$ cat src/design/sst_pkg.sv
// ----------------------------------------------------------------------------
// sst_pkg
// Types and constants shared by the small set table and its channel
// interfaces.
// ----------------------------------------------------------------------------
`default_nettype none

package sst_pkg;

  localparam int CMD_W  = 2;
  localparam int VAL_W  = 32;
  localparam int CNT_W  = 5;
  localparam int APB_AW = 3;
  localparam int APB_DW = 32;

  localparam logic [CMD_W-1:0] CMD_LOOKUP = 2'd0;
  localparam logic [CMD_W-1:0] CMD_INSERT = 2'd1;
  localparam logic [CMD_W-1:0] CMD_DELETE = 2'd2;

  // word index of the capacity register (paddr[2])
  localparam logic REG_CAPACITY = 1'b0;

  localparam logic [CNT_W-1:0] CAP_RESET = 5'd16;

  typedef enum logic [1:0] {
    ST_IDLE,
    ST_SEARCH,
    ST_MOVE,
    ST_EMIT
  } sst_state_t;

endpackage

`default_nettype wire

$ cat src/design/sst_req_if.sv
// ----------------------------------------------------------------------------
// sst_req_if
// Command channel: one word carries an operation code and a signed value.
// ----------------------------------------------------------------------------
`default_nettype none

interface sst_req_if import sst_pkg::*; ();
  logic                    valid;
  logic                    ready;
  logic [CMD_W-1:0]        cmd;
  logic signed [VAL_W-1:0] value;

  modport source (output valid, output cmd, output value, input ready);
  modport sink   (input valid, input cmd, input value, output ready);
endinterface

`default_nettype wire

$ cat src/design/sst_rsp_if.sv
// ----------------------------------------------------------------------------
// sst_rsp_if
// Result channel: search outcome, entry count and insert refusal flag.
// ----------------------------------------------------------------------------
`default_nettype none

interface sst_rsp_if import sst_pkg::*; ();
  logic             valid;
  logic             ready;
  logic             found;
  logic [CNT_W-1:0] position;
  logic [CNT_W-1:0] count;
  logic             full_error;

  modport source (output valid, output found, output position, output count,
                  output full_error, input ready);
  modport sink   (input valid, input found, input position, input count,
                  input full_error, output ready);
endinterface

`default_nettype wire

$ cat src/design/small_set_table_top.sv
// ----------------------------------------------------------------------------
// small_set_table_top
// Set of distinct 32-bit values kept packed in a single-port-read memory.
// Sequencing: the search reads memory one slot at a time, a delete that
//   moves the last entry into the freed slot passes through a move state,
//   and the result then goes through the output register stage.
// One command is taken at a time: a new one is accepted only back in the
//   idle state, so the linear search limits the rate; a stalled result holds the sequencer.
// Reset: synchronous; count clears to 0, capacity limit returns to 16,
//   memory contents are left as they are.
// ----------------------------------------------------------------------------
`default_nettype none

module small_set_table_top
  import sst_pkg::*;
#(
  parameter int DEPTH = 16
) (
  input  wire                clk,
  input  wire                rst,
  sst_req_if.sink            req,
  sst_rsp_if.source          rsp,
  input  wire                psel,
  input  wire                penable,
  input  wire                pwrite,
  input  wire [APB_AW-1:0]   paddr,
  input  wire [APB_DW-1:0]   pwdata,
  output logic [APB_DW-1:0]  prdata,
  output logic               pready
);

  localparam int AW      = (DEPTH > 1) ? $clog2(DEPTH) : 1;
  localparam int LIM_MAX = (DEPTH < 31) ? DEPTH : 31;
  localparam logic [CNT_W-1:0] LIM_TOP = CNT_W'(LIM_MAX);

  // memory
  logic [VAL_W-1:0] mem [DEPTH];
  logic             mem_we;
  logic [AW-1:0]    mem_waddr;
  logic [VAL_W-1:0] mem_wdata;
  logic [AW-1:0]    mem_raddr;
  logic [VAL_W-1:0] rd_data;

  always_ff @(posedge clk) begin
    if (mem_we) begin
      mem[mem_waddr] <= mem_wdata;
    end
    rd_data <= mem[mem_raddr];
  end

  // control and payload registers
  sst_state_t       state, state_next;
  logic [CMD_W-1:0] cmd_q;
  logic [VAL_W-1:0] key_q;
  logic [CNT_W-1:0] cmp_idx, cmp_idx_next;
  logic [CNT_W-1:0] cnt, cnt_next;
  logic [CNT_W-1:0] cap;
  logic             res_found, res_found_next;
  logic [CNT_W-1:0] res_pos, res_pos_next;
  logic             res_err, res_err_next;
  logic             out_valid;
  logic             out_found;
  logic [CNT_W-1:0] out_pos;
  logic [CNT_W-1:0] out_cnt;
  logic             out_err;

  logic             accept;
  logic             load_out;
  logic             hit;
  logic             last;
  logic [CNT_W-1:0] cnt_m1;
  logic [CNT_W-1:0] eff_lim;
  logic             cfg_wr;

  assign accept  = req.valid && req.ready;
  assign cnt_m1  = cnt - 5'd1;
  assign hit     = (cnt != '0) && (rd_data == key_q);
  assign last    = (cnt == '0) || (cmp_idx == cnt_m1);
  assign eff_lim = (cap > LIM_TOP) ? LIM_TOP : cap;

  // APB
  assign pready = 1'b1;
  assign cfg_wr = psel && penable && pwrite && (paddr[2] == REG_CAPACITY);
  assign prdata = (paddr[2] == REG_CAPACITY) ? APB_DW'(cap) : '0;

  always_ff @(posedge clk) begin
    if (rst) begin
      cap <= CAP_RESET;
    end else if (cfg_wr) begin
      cap <= pwdata[CNT_W-1:0];
    end
  end

  // next state
  always_comb begin
    state_next = state;
    unique case (state)
      ST_IDLE: begin
        if (accept) state_next = ST_SEARCH;
      end
      ST_SEARCH: begin
        if (hit || last) begin
          if ((cmd_q == CMD_DELETE) && hit && (cmp_idx != cnt_m1)) begin
            state_next = ST_MOVE;
          end else begin
            state_next = ST_EMIT;
          end
        end
      end
      ST_MOVE: state_next = ST_EMIT;
      ST_EMIT: begin
        if (!out_valid || rsp.ready) state_next = ST_IDLE;
      end
      default: state_next = ST_IDLE;
    endcase
  end

  // outputs of the sequencer
  always_comb begin
    req.ready      = 1'b0;
    mem_we         = 1'b0;
    mem_waddr      = AW'(cnt);
    mem_wdata      = key_q;
    mem_raddr      = '0;
    cmp_idx_next   = cmp_idx;
    cnt_next       = cnt;
    res_found_next = res_found;
    res_pos_next   = res_pos;
    res_err_next   = res_err;
    load_out       = 1'b0;
    unique case (state)
      ST_IDLE: begin
        req.ready    = 1'b1;
        cmp_idx_next = '0;
      end
      ST_SEARCH: begin
        if (hit || last) begin
          res_found_next = hit;
          res_pos_next   = hit ? cmp_idx : cnt;
          res_err_next   = 1'b0;
          case (cmd_q)
            CMD_INSERT: begin
              if (!hit) begin
                if (cnt < eff_lim) begin
                  mem_we    = 1'b1;
                  mem_waddr = AW'(cnt);
                  mem_wdata = key_q;
                  cnt_next  = cnt + 5'd1;
                end else begin
                  res_err_next = 1'b1;
                end
              end
            end
            CMD_DELETE: begin
              if (hit) begin
                if (cmp_idx == cnt_m1) begin
                  cnt_next = cnt_m1;
                end else begin
                  mem_raddr = AW'(cnt_m1);
                end
              end
            end
            default: ;
          endcase
        end else begin
          cmp_idx_next = cmp_idx + 5'd1;
          mem_raddr    = AW'(cmp_idx + 5'd1);
        end
      end
      ST_MOVE: begin
        mem_we    = 1'b1;
        mem_waddr = AW'(res_pos);
        mem_wdata = rd_data;
        cnt_next  = cnt_m1;
      end
      ST_EMIT: begin
        load_out = !out_valid || rsp.ready;
      end
      default: ;
    endcase
  end

  always_ff @(posedge clk) begin
    if (rst) begin
      state     <= ST_IDLE;
      cnt       <= '0;
      out_valid <= 1'b0;
    end else begin
      state <= state_next;
      cnt   <= cnt_next;
      if (load_out) begin
        out_valid <= 1'b1;
      end else if (rsp.ready) begin
        out_valid <= 1'b0;
      end
    end
  end

  always_ff @(posedge clk) begin
    if (accept) begin
      cmd_q <= req.cmd;
      key_q <= req.value;
    end
    cmp_idx   <= cmp_idx_next;
    res_found <= res_found_next;
    res_pos   <= res_pos_next;
    res_err   <= res_err_next;
    if (load_out) begin
      out_found <= res_found;
      out_pos   <= res_pos;
      out_cnt   <= cnt;
      out_err   <= res_err;
    end
  end

  assign rsp.valid      = out_valid;
  assign rsp.found      = out_found;
  assign rsp.position   = out_pos;
  assign rsp.count      = out_cnt;
  assign rsp.full_error = out_err;

endmodule

`default_nettype wire

$ cat src/flat_wrapper.sv
// flat-port wrapper written by rule: the top's interface ports become plain ports
module small_set_table_top_flat import sst_pkg::*;
#(
  parameter int DEPTH = 16
)
  (clk, rst, psel, penable, pwrite, paddr, pwdata, prdata, pready, req_valid, req_cmd, req_value, req_ready, rsp_valid, rsp_found, rsp_position, rsp_count, rsp_full_error, rsp_ready);
  sst_req_if req_i ();
  sst_rsp_if rsp_i ();
  input  wire clk;
  input  wire rst;
  input  wire psel;
  input  wire penable;
  input  wire pwrite;
  input  wire [APB_AW-1:0] paddr;
  input  wire [APB_DW-1:0] pwdata;
  output logic [APB_DW-1:0] prdata;
  output logic pready;
  input wire logic [$bits(req_i.valid)-1:0] req_valid;
  input wire logic [$bits(req_i.cmd)-1:0] req_cmd;
  input wire logic [$bits(req_i.value)-1:0] req_value;
  output wire logic [$bits(req_i.ready)-1:0] req_ready;
  output wire logic [$bits(rsp_i.valid)-1:0] rsp_valid;
  output wire logic [$bits(rsp_i.found)-1:0] rsp_found;
  output wire logic [$bits(rsp_i.position)-1:0] rsp_position;
  output wire logic [$bits(rsp_i.count)-1:0] rsp_count;
  output wire logic [$bits(rsp_i.full_error)-1:0] rsp_full_error;
  input wire logic [$bits(rsp_i.ready)-1:0] rsp_ready;
  assign req_i.valid = req_valid;
  assign req_i.cmd = req_cmd;
  assign req_i.value = req_value;
  assign req_ready = req_i.ready;
  assign rsp_valid = rsp_i.valid;
  assign rsp_found = rsp_i.found;
  assign rsp_position = rsp_i.position;
  assign rsp_count = rsp_i.count;
  assign rsp_full_error = rsp_i.full_error;
  assign rsp_i.ready = rsp_ready;
  small_set_table_top #(.DEPTH(DEPTH)) u_core (.clk(clk), .rst(rst), .req(req_i), .rsp(rsp_i), .psel(psel), .penable(penable), .pwrite(pwrite), .paddr(paddr), .pwdata(pwdata), .prdata(prdata), .pready(pready));
endmodule
$ cat config.mk
export PLATFORM = sky130hd
export DESIGN_NAME = small_set_table_top_flat
export DESIGN_NICKNAME = d
export VERILOG_FILES = /design/src/design/sst_pkg.sv /design/src/design/sst_req_if.sv /design/src/design/sst_rsp_if.sv /design/src/design/small_set_table_top.sv /design/src/flat_wrapper.sv
export SDC_FILE = /design/constraint.sdc
export NUM_CORES = 1
export LEC_CHECK = 0
export BUFFER_PORTS_ARGS = -buffer_cell sky130_fd_sc_hd__buf_2
export CORE_MARGIN = 2
export CORE_UTILIZATION = 25
export DETAILED_ROUTE_END_ITERATION = 8
export PLACE_DENSITY_LB_ADDON = 0.12
export SYNTH_ARGS = -nofsm -noshare
export SYNTH_HDL_FRONTEND = slang
export SYNTH_SLANG_ARGS = --single-unit
$ cat constraint.sdc
create_clock -name clk -period 10.5 [get_ports clk]
set_input_delay 0.525 -clock clk [delete_from_list [all_inputs] [get_ports clk]]
set_output_delay 0.525 -clock clk [all_outputs]
set_load 0.005 [all_outputs]
==> results.json, run 1 <==
{
  "timing.rr.end": "u_core.mem[8][28]$_DFFE_PP_",
  "power_switching_mw": 2.095,
  "yosysSeqAreaShare_pct": 76.88,
  "hold-path-endpoint": "u_core.key_q[13]$_DFFE_PP_",
  "via_per_inst": 4.544,
  "core-area_sq_um": 93050,
  "power_frac_seq_pct": 46.4,
  "swShare_pct": 29.62,
  "worstPathArrival_ns": 5.61,
  "drtIter0Drc": 1121,
  "nNetsFinal": 1589,
  "first_global_vias": 13020,
  "tightest_slew_ns": 0.9996,
  "cts_hold_buf": 0,
  "portBuffers": 65,
  "critPathMaxFanout": 19,
  "start_kind": "flop",
  "hold_violations": 0,
  "n_antenna_cell": 0,
  "drt-pass1-iter-count": 7,
  "ant_nets": 0,
  "synthCells": 1391,
  "clk_pin_slew_ns": 0.06,
  "syn_area_per_cell_sq_um": 16.85,
  "synth-main-ff-cell": "edfxtp_1",
  "relSlewSlack_pct": 31.45,
  "cp_data_required_time_ns": 10.76,
  "post_cts_buffers": 0,
  "slowest_delay_ns": 0.71,
  "final_util_pct": 29.83,
  "die_h_um": 310.2,
  "vias": 12800,
  "rsz0062_at_grt": "no",
  "synth_seq_cells": 615,
  "combPwrFrac_pct": 19.6,
  "fp.dieW_um": 310.2,
  "wl_um": 68840,
  "finClkSkew_ns": 0.02050,
  "clkPwrFrac_pct": 34.1,
  "powerDensity_nw_per_um2": 254.8,
  "cts_num_sinks": 615,
  "hold_class": "in -> reg",
  "fin_crit_ns": 5.349,
  "grtUsageTotal_pct": 14.41,
  "cts_made_buffers": 72,
  "area_growth_pct": 18.45,
  "setup_slack_ns": 5.151,
  "cp_common_cell": "buf_4",
  "cts_tree": "built",
  "setup_viol": 0,
  "ys_warn_count": 0,
  "antenna_found_initial": 1,
  "post-route-period-util_pct": 50.94,
  "clock_latency_ns": 0.61,
  "root_buffer": "clkbuf_16",
  "drcViolationCount": 0,
  "critPathKind": "reg -> reg",
  "cpMaxStageDelayCell": "nor2_4",
  "r2r_cells": 14,
  "power_mw": 7.073,
  "holdPathStages": 1,
  "gp_congestion": 0.7153,
  "rows": 112,
  "cts_resized": 0,
  "ios": 123,
  "pre_cts_ws_ns": 4.918,
  "cp_cell_sequence": "inv_1 -> ha_1 -> nor3b_2 -> nor2b_1 -> nor4_1 -> nand3_1 -> buf_4 -> and2_1 -> nor4_1 -> o21a_1 -> o21ai_0 -> buf_4 -> nor2_4 -> buf_4",
  "synth-edff-count": 570,
  "ys_async_sr_fraction_pct": 0,
  "status": "complete, no violations",
  "r2r-start": "u_core.cnt[0]$_SDFFE_PP0P_",
  "start_util_pct": 25.19,
  "place_hpwl_um": 34320,
  "cts_buffer_depth": 3,
  "h-tree-depth": 3,
  "end_kind": "flop",
  "cap_violations": 0,
  "p_int_mw": 4.978,
  "grt_pass1_wl_um": 97370,
  "reg2reg_slack_ns": 5.15,
  "vdd_drop_max_mv": 0.09516,
  "dieArea_sq_um": 96210,
  "cellLeakagePower_nw": 8.817,
  "synthDistinctLibCells": 54,
  "grt_max_degree": 53,
  "drive_above_1_share_pct": 18.69,
  "max_freq_ghz": 0.1869,
  "wire_per_inst_um": 24.44,
  "hp-start": "req_value[13]",
  "setup-tns-final_ns": 0,
  "gr-total-overflow": 0,
  "slew_violations": 0,
  "netlist_area_sq_um": 23430
}
==> layout by cell type (no fill, tap or decap), types with 34 or more instances in the layout <==
cell type,Yosys,layout
clkbuf_16,0,73
mux2_2,40,40
buf_2,26,65
nand2_1,79,79
or3_1,34,34
xnor2_1,36,36
edfxtp_1,570,570
mux2i_1,42,42
buf_4,29,39
a22oi_1,160,160
dfxtp_1,45,45
o21ai_0,46,46
nand4_1,41,41
==> critical path, delay by kind of cell, from the launching register on <==
family / cells / cell delay [ns]
buffers and inverters: 4 / 1.23
AOI/OAI and AO/OA: 2 / 0.34
adders and majority gates: 1 / 0.31
and+or+nand+nor: 7 / 2.39
DFF: 1 / 0.70
==> Yosys cell counts, types with 26 or more instances <==
master	count	area share, %
edfxtp_1	570	73
nor2_1	44	0.70
a22oi_1	160	5.1
o21ai_0	46	0.98
dfxtp_1	45	3.8
nand4_1	41	1.1
xnor2_1	36	1.3
clkbuf_1	33	0.53
mux2_2	40	1.9
a222oi_1	33	1.4
buf_2	26	0.56
mux2i_1	42	1.8
or3_1	34	0.91
nand2_1	79	1.3
buf_4	29	0.93
==> per-stage QoR <==
step	std cells	cell area, sq um	hold WS, ns
6_report	2816	27760	0.08829
5_1_grt	2816	27760	0.06018
4_1_cts	2816	27760	0.04213
3_5_place_dp	2682	25470	0.4188
3_3_place_gp	2682	25470	0.4096
2_1_floorplan	1417	23530	0.4003
==> cell families (layout without fill, tap and decap cells) <==
logic type / Yosys count / in the layout / synth area share, %
adder cells (fa/ha/maj): 11 / 11 / 0.5873
buffers and inverters: 105 / 250 / 2.381
flip-flops: 615 / 615 / 76.88
other: 2 / 28 / 0.03205
XOR/XNOR: 46 / 46 / 1.810
AO/OA/AOI/OAI: 260 / 260 / 8.110
multiplexers: 85 / 85 / 3.972
AND/OR/NAND/NOR: 267 / 267 / 6.225
==> per-layer routing <==
metal  share of wire (%)  global-route usage, %
met5                   0                      0
met3                 4.4                  2.064
met1                  47                  20.15
met2                  47                  23.46
met4                 1.8                  3.674
==> power groups by stage <==
stage | logic, mW | clock network [mW] | registers, mW
after floorplan | 0.886 | 0 | 3.26
after CTS | 1.42 | 2.49 | 3.28
after global routing | 1.53 | 2.58 | 3.30
after detailed placement | 1.42 | 0 | 3.33
after global placement | 1.40 | 0 | 3.33
final | 1.38 | 2.41 | 3.28
==> sequential cells by signal, indices dropped and copies added, names as in the netlist, 2 cells and up <==
name and flops:
u_core.mem 512, u_core.cnt 5, u_core.cap 5, u_core.state 2
u_core.cmp_idx 5, u_core.rsp.position 5, u_core.key_q 32, u_core.rd_data 32
u_core.res_pos 5, u_core.rsp.count 5, u_core.cmd_q 2
==> cell type report <==
type,instances,area (sq um)
Multi-Input combinational cell,697,5219
Tap cell,1254,1569
Clock buffer,98,1991
Sequential cell,615,18020
Clock inverter,36,299.0
Fill cell,9177,65290
Inverter,12,45.04
Timing Repair Buffer,104,618.1
==> how the worst max path moves through the flow <==
stage	from	endpoint	slack [ns]
2_1_floorplan	u_core.cnt[0]$_SDFFE_PP0P_	u_core.mem[9][0]$_DFFE_PP_	5.87
3_3_place_gp	u_core.cnt[0]$_SDFFE_PP0P_	u_core.mem[8][25]$_DFFE_PP_	5.00
3_5_place_dp	u_core.key_q[23]$_DFFE_PP_	u_core.mem[8][25]$_DFFE_PP_	4.92
4_1_cts	u_core.key_q[23]$_DFFE_PP_	u_core.mem[8][28]$_DFFE_PP_	4.88
5_1_grt	u_core.cnt[0]$_SDFFE_PP0P_	u_core.mem[8][28]$_DFFE_PP_	4.73
6_report	u_core.cnt[0]$_SDFFE_PP0P_	u_core.mem[8][28]$_DFFE_PP_	5.15
Note: power is estimated with default switching activity, not from simulation.
==> inputs of run 2 (changes only) <==
clock period = 5.1 ns   (was 10.5 ns; I/O delays follow)
==> results.json, run 2 (synthesis gave the netlist of run 1 again) <==
{
  "status": "complete, no violations",
  "powerDensity_nw_per_um2": 523.5,
  "relSlewSlack_pct": 26.29,
  "setup_viol": 0,
  "cts_resized": 0,
  "top_regs": "u_core.mem: 512 flops, u_core.key_q: 32 flops, u_core.rd_data: 32 flops",
  "cp_data_required_time_ns": 5.35,
  "setup.worst_path.end": "u_core.mem[6][18]$_DFFE_PP_",
  "post_cts_buffers": 0,
  "largest_reg_flops": 512,
  "tightest_slew_ns": 1.097,
  "cellLeakagePower_nw": 9.350,
  "finClkSkew_ns": 0.02227,
  "drive_above_1_share_pct": 20.43,
  "drtIter0Drc": 887,
  "root_buffer": "clkbuf_16",
  "post-route-period-util_pct": 89.99,
  "timing.rr.end": "u_core.mem[6][18]$_DFFE_PP_",
  "rsz0062_at_grt": "no",
  "hold_violations": 0,
  "startpoint": "u_core.cnt[0]$_SDFFE_PP0P_",
  "cts_tree": "built",
  "finalInstanceArea_sq_um": 28850,
  "final_util_pct": 31.00,
  "wl_um": 69550,
  "holdWs_ns": 0.1706,
  "r2r_cells": 15,
  "nNetsFinal": 1671,
  "h-tree-depth": 3,
  "cap_violations": 0,
  "cts_made_buffers": 73,
  "wire_per_inst_um": 23.99,
  "die_h_um": 310.2,
  "final_cell_mix": "edfxtp_1 (570), a22oi_1 (160), nand2_1 (79)",
  "power_mw": 15.10,
  "start_kind": "flop",
  "grtUsageTotal_pct": 14.51,
  "setup_slack_ns": 0.5105,
  "fillers": 9104,
  "start_util_pct": 25.19,
  "via_per_inst": 4.504,
  "rows": 112,
  "gp_congestion": 0.7186,
  "drcViolationCount": 0,
  "critPathKind": "reg -> reg",
  "grt_pass1_wl_um": 98280,
  "setup-tns-final_ns": 0,
  "fp.dieW_um": 310.2,
  "grt_max_degree": 53,
  "portBuffers": 65,
  "pre_cts_ws_ns": 0.4827,
  "placed_area_sq_um": 25890,
  "ios": 123,
  "fin_crit_ns": 4.589,
  "max_freq_ghz": 0.2179,
  "area_growth_pct": 23.10,
  "first_global_vias": 13450,
  "core-area_sq_um": 93050,
  "clock_latency_ns": 0.61,
  "cts_num_sinks": 615,
  "gr-total-overflow": 0,
  "slew_violations": 0,
  "vdd_drop_max_mv": 0.2251,
  "n_antenna_cell": 0,
  "regMostFlops": "u_core.mem",
  "place_inst": 2717,
  "dieArea_sq_um": 96210,
  "vias": 13060,
  "critPathMaxFanout": 17,
  "hold_class": "in -> reg",
  "end_kind": "flop",
  "ant_nets": 0,
  "r2r-start": "u_core.cnt[0]$_SDFFE_PP0P_",
  "reg2reg_slack_ns": 0.51,
  "drt-pass1-iter-count": 5,
  "clk_pin_slew_ns": 0.06,
  "place_hpwl_um": 39070,
  "finalNonFillerCells": 2899,
  "final_common_cell": "edfxtp_1",
  "cts_buffer_depth": 3,
  "worstPathArrival_ns": 4.84,
  "antenna_found_initial": 0
}
-- run 2: cell count changes in the layout (fill, tap and decap cells not counted), moves of 5 or more --
cell and change:
clkinv_2 +8, clkbuf_8 -5, buf_12 +13, buf_4 +22, dlygate4sd3_1 +46, bufinv_16 +7
-- run 2: power by group --
part           total (mW)  switching (mW)  leakage (nW)  internal [mW]
sequential           6.73           0.276          5.53           6.46
combinational        3.01            2.01          2.59           1.00
clock                5.36            2.09          1.23           3.28
-- run 2: final cells by class --
cell class / instances / area (sq um) / area share, %
sequential: 615 / 18020 / 62.45
multi-input combinational: 697 / 5219 / 18.09
clock inverter: 44 / 513.0 / 1.778
inverter: 12 / 45.04 / 0.1561
timing repair buffer: 185 / 1504 / 5.213
tap: 1254 / 1569 / 5.439
clock buffer: 92 / 1982 / 6.870
-- run 2: how the worst min path moves through the flow --
stage / startpoint / to / slack [ns] / depth (start not counted)
after floorplan: rst / u_core.state[0]$_SDFFE_PP0P_ / 0.33 / 1
after global placement: u_core.res_pos[4]$_DFFE_PP_ / u_core.rsp.position[4]$_DFFE_PP_ / 0.41 / 0
after detailed placement: u_core.res_found$_DFFE_PP_ / u_core.rsp.found$_DFFE_PP_ / 0.41 / 0
after CTS: req_valid / u_core.state[1]$_SDFFE_PP0P_ / 0.13 / 5
after global routing: req_valid / u_core.state[0]$_SDFFE_PP0P_ / 0.20 / 5
final: req_valid / u_core.state[1]$_SDFFE_PP0P_ / 0.17 / 5
-- run 2: critical path, cell delays in order, from the launching register on --
cell,delay (ns)
dfxtp_1,0.32
inv_1,0.09
ha_1,0.29
nor3b_2,0.20
nor2b_1,0.15
buf_4,0.17
nor4_1,0.59
nand3_1,0.27
buf_12,0.21
buf_4,0.20
and2_1,0.22
nor4_1,0.33
o21a_1,0.24
nand2_1,0.32
nor2_4,0.21
buf_4,0.39
-- run 2: timing repair --
action,CTS,global route
setup endpoints to repair,0,0
hold buffers,46,0
hold endpoints to repair,45,0
-- run 2: routing by layer --
layer  vias up  GRT usage (%)  part of all wire, %
met1      6744          19.38                   45
met3       101          2.254                  4.2
met2       296          24.08                   48
met4         0          4.752                  2.6
met5         -              0                    0
li1       5915              -                    -
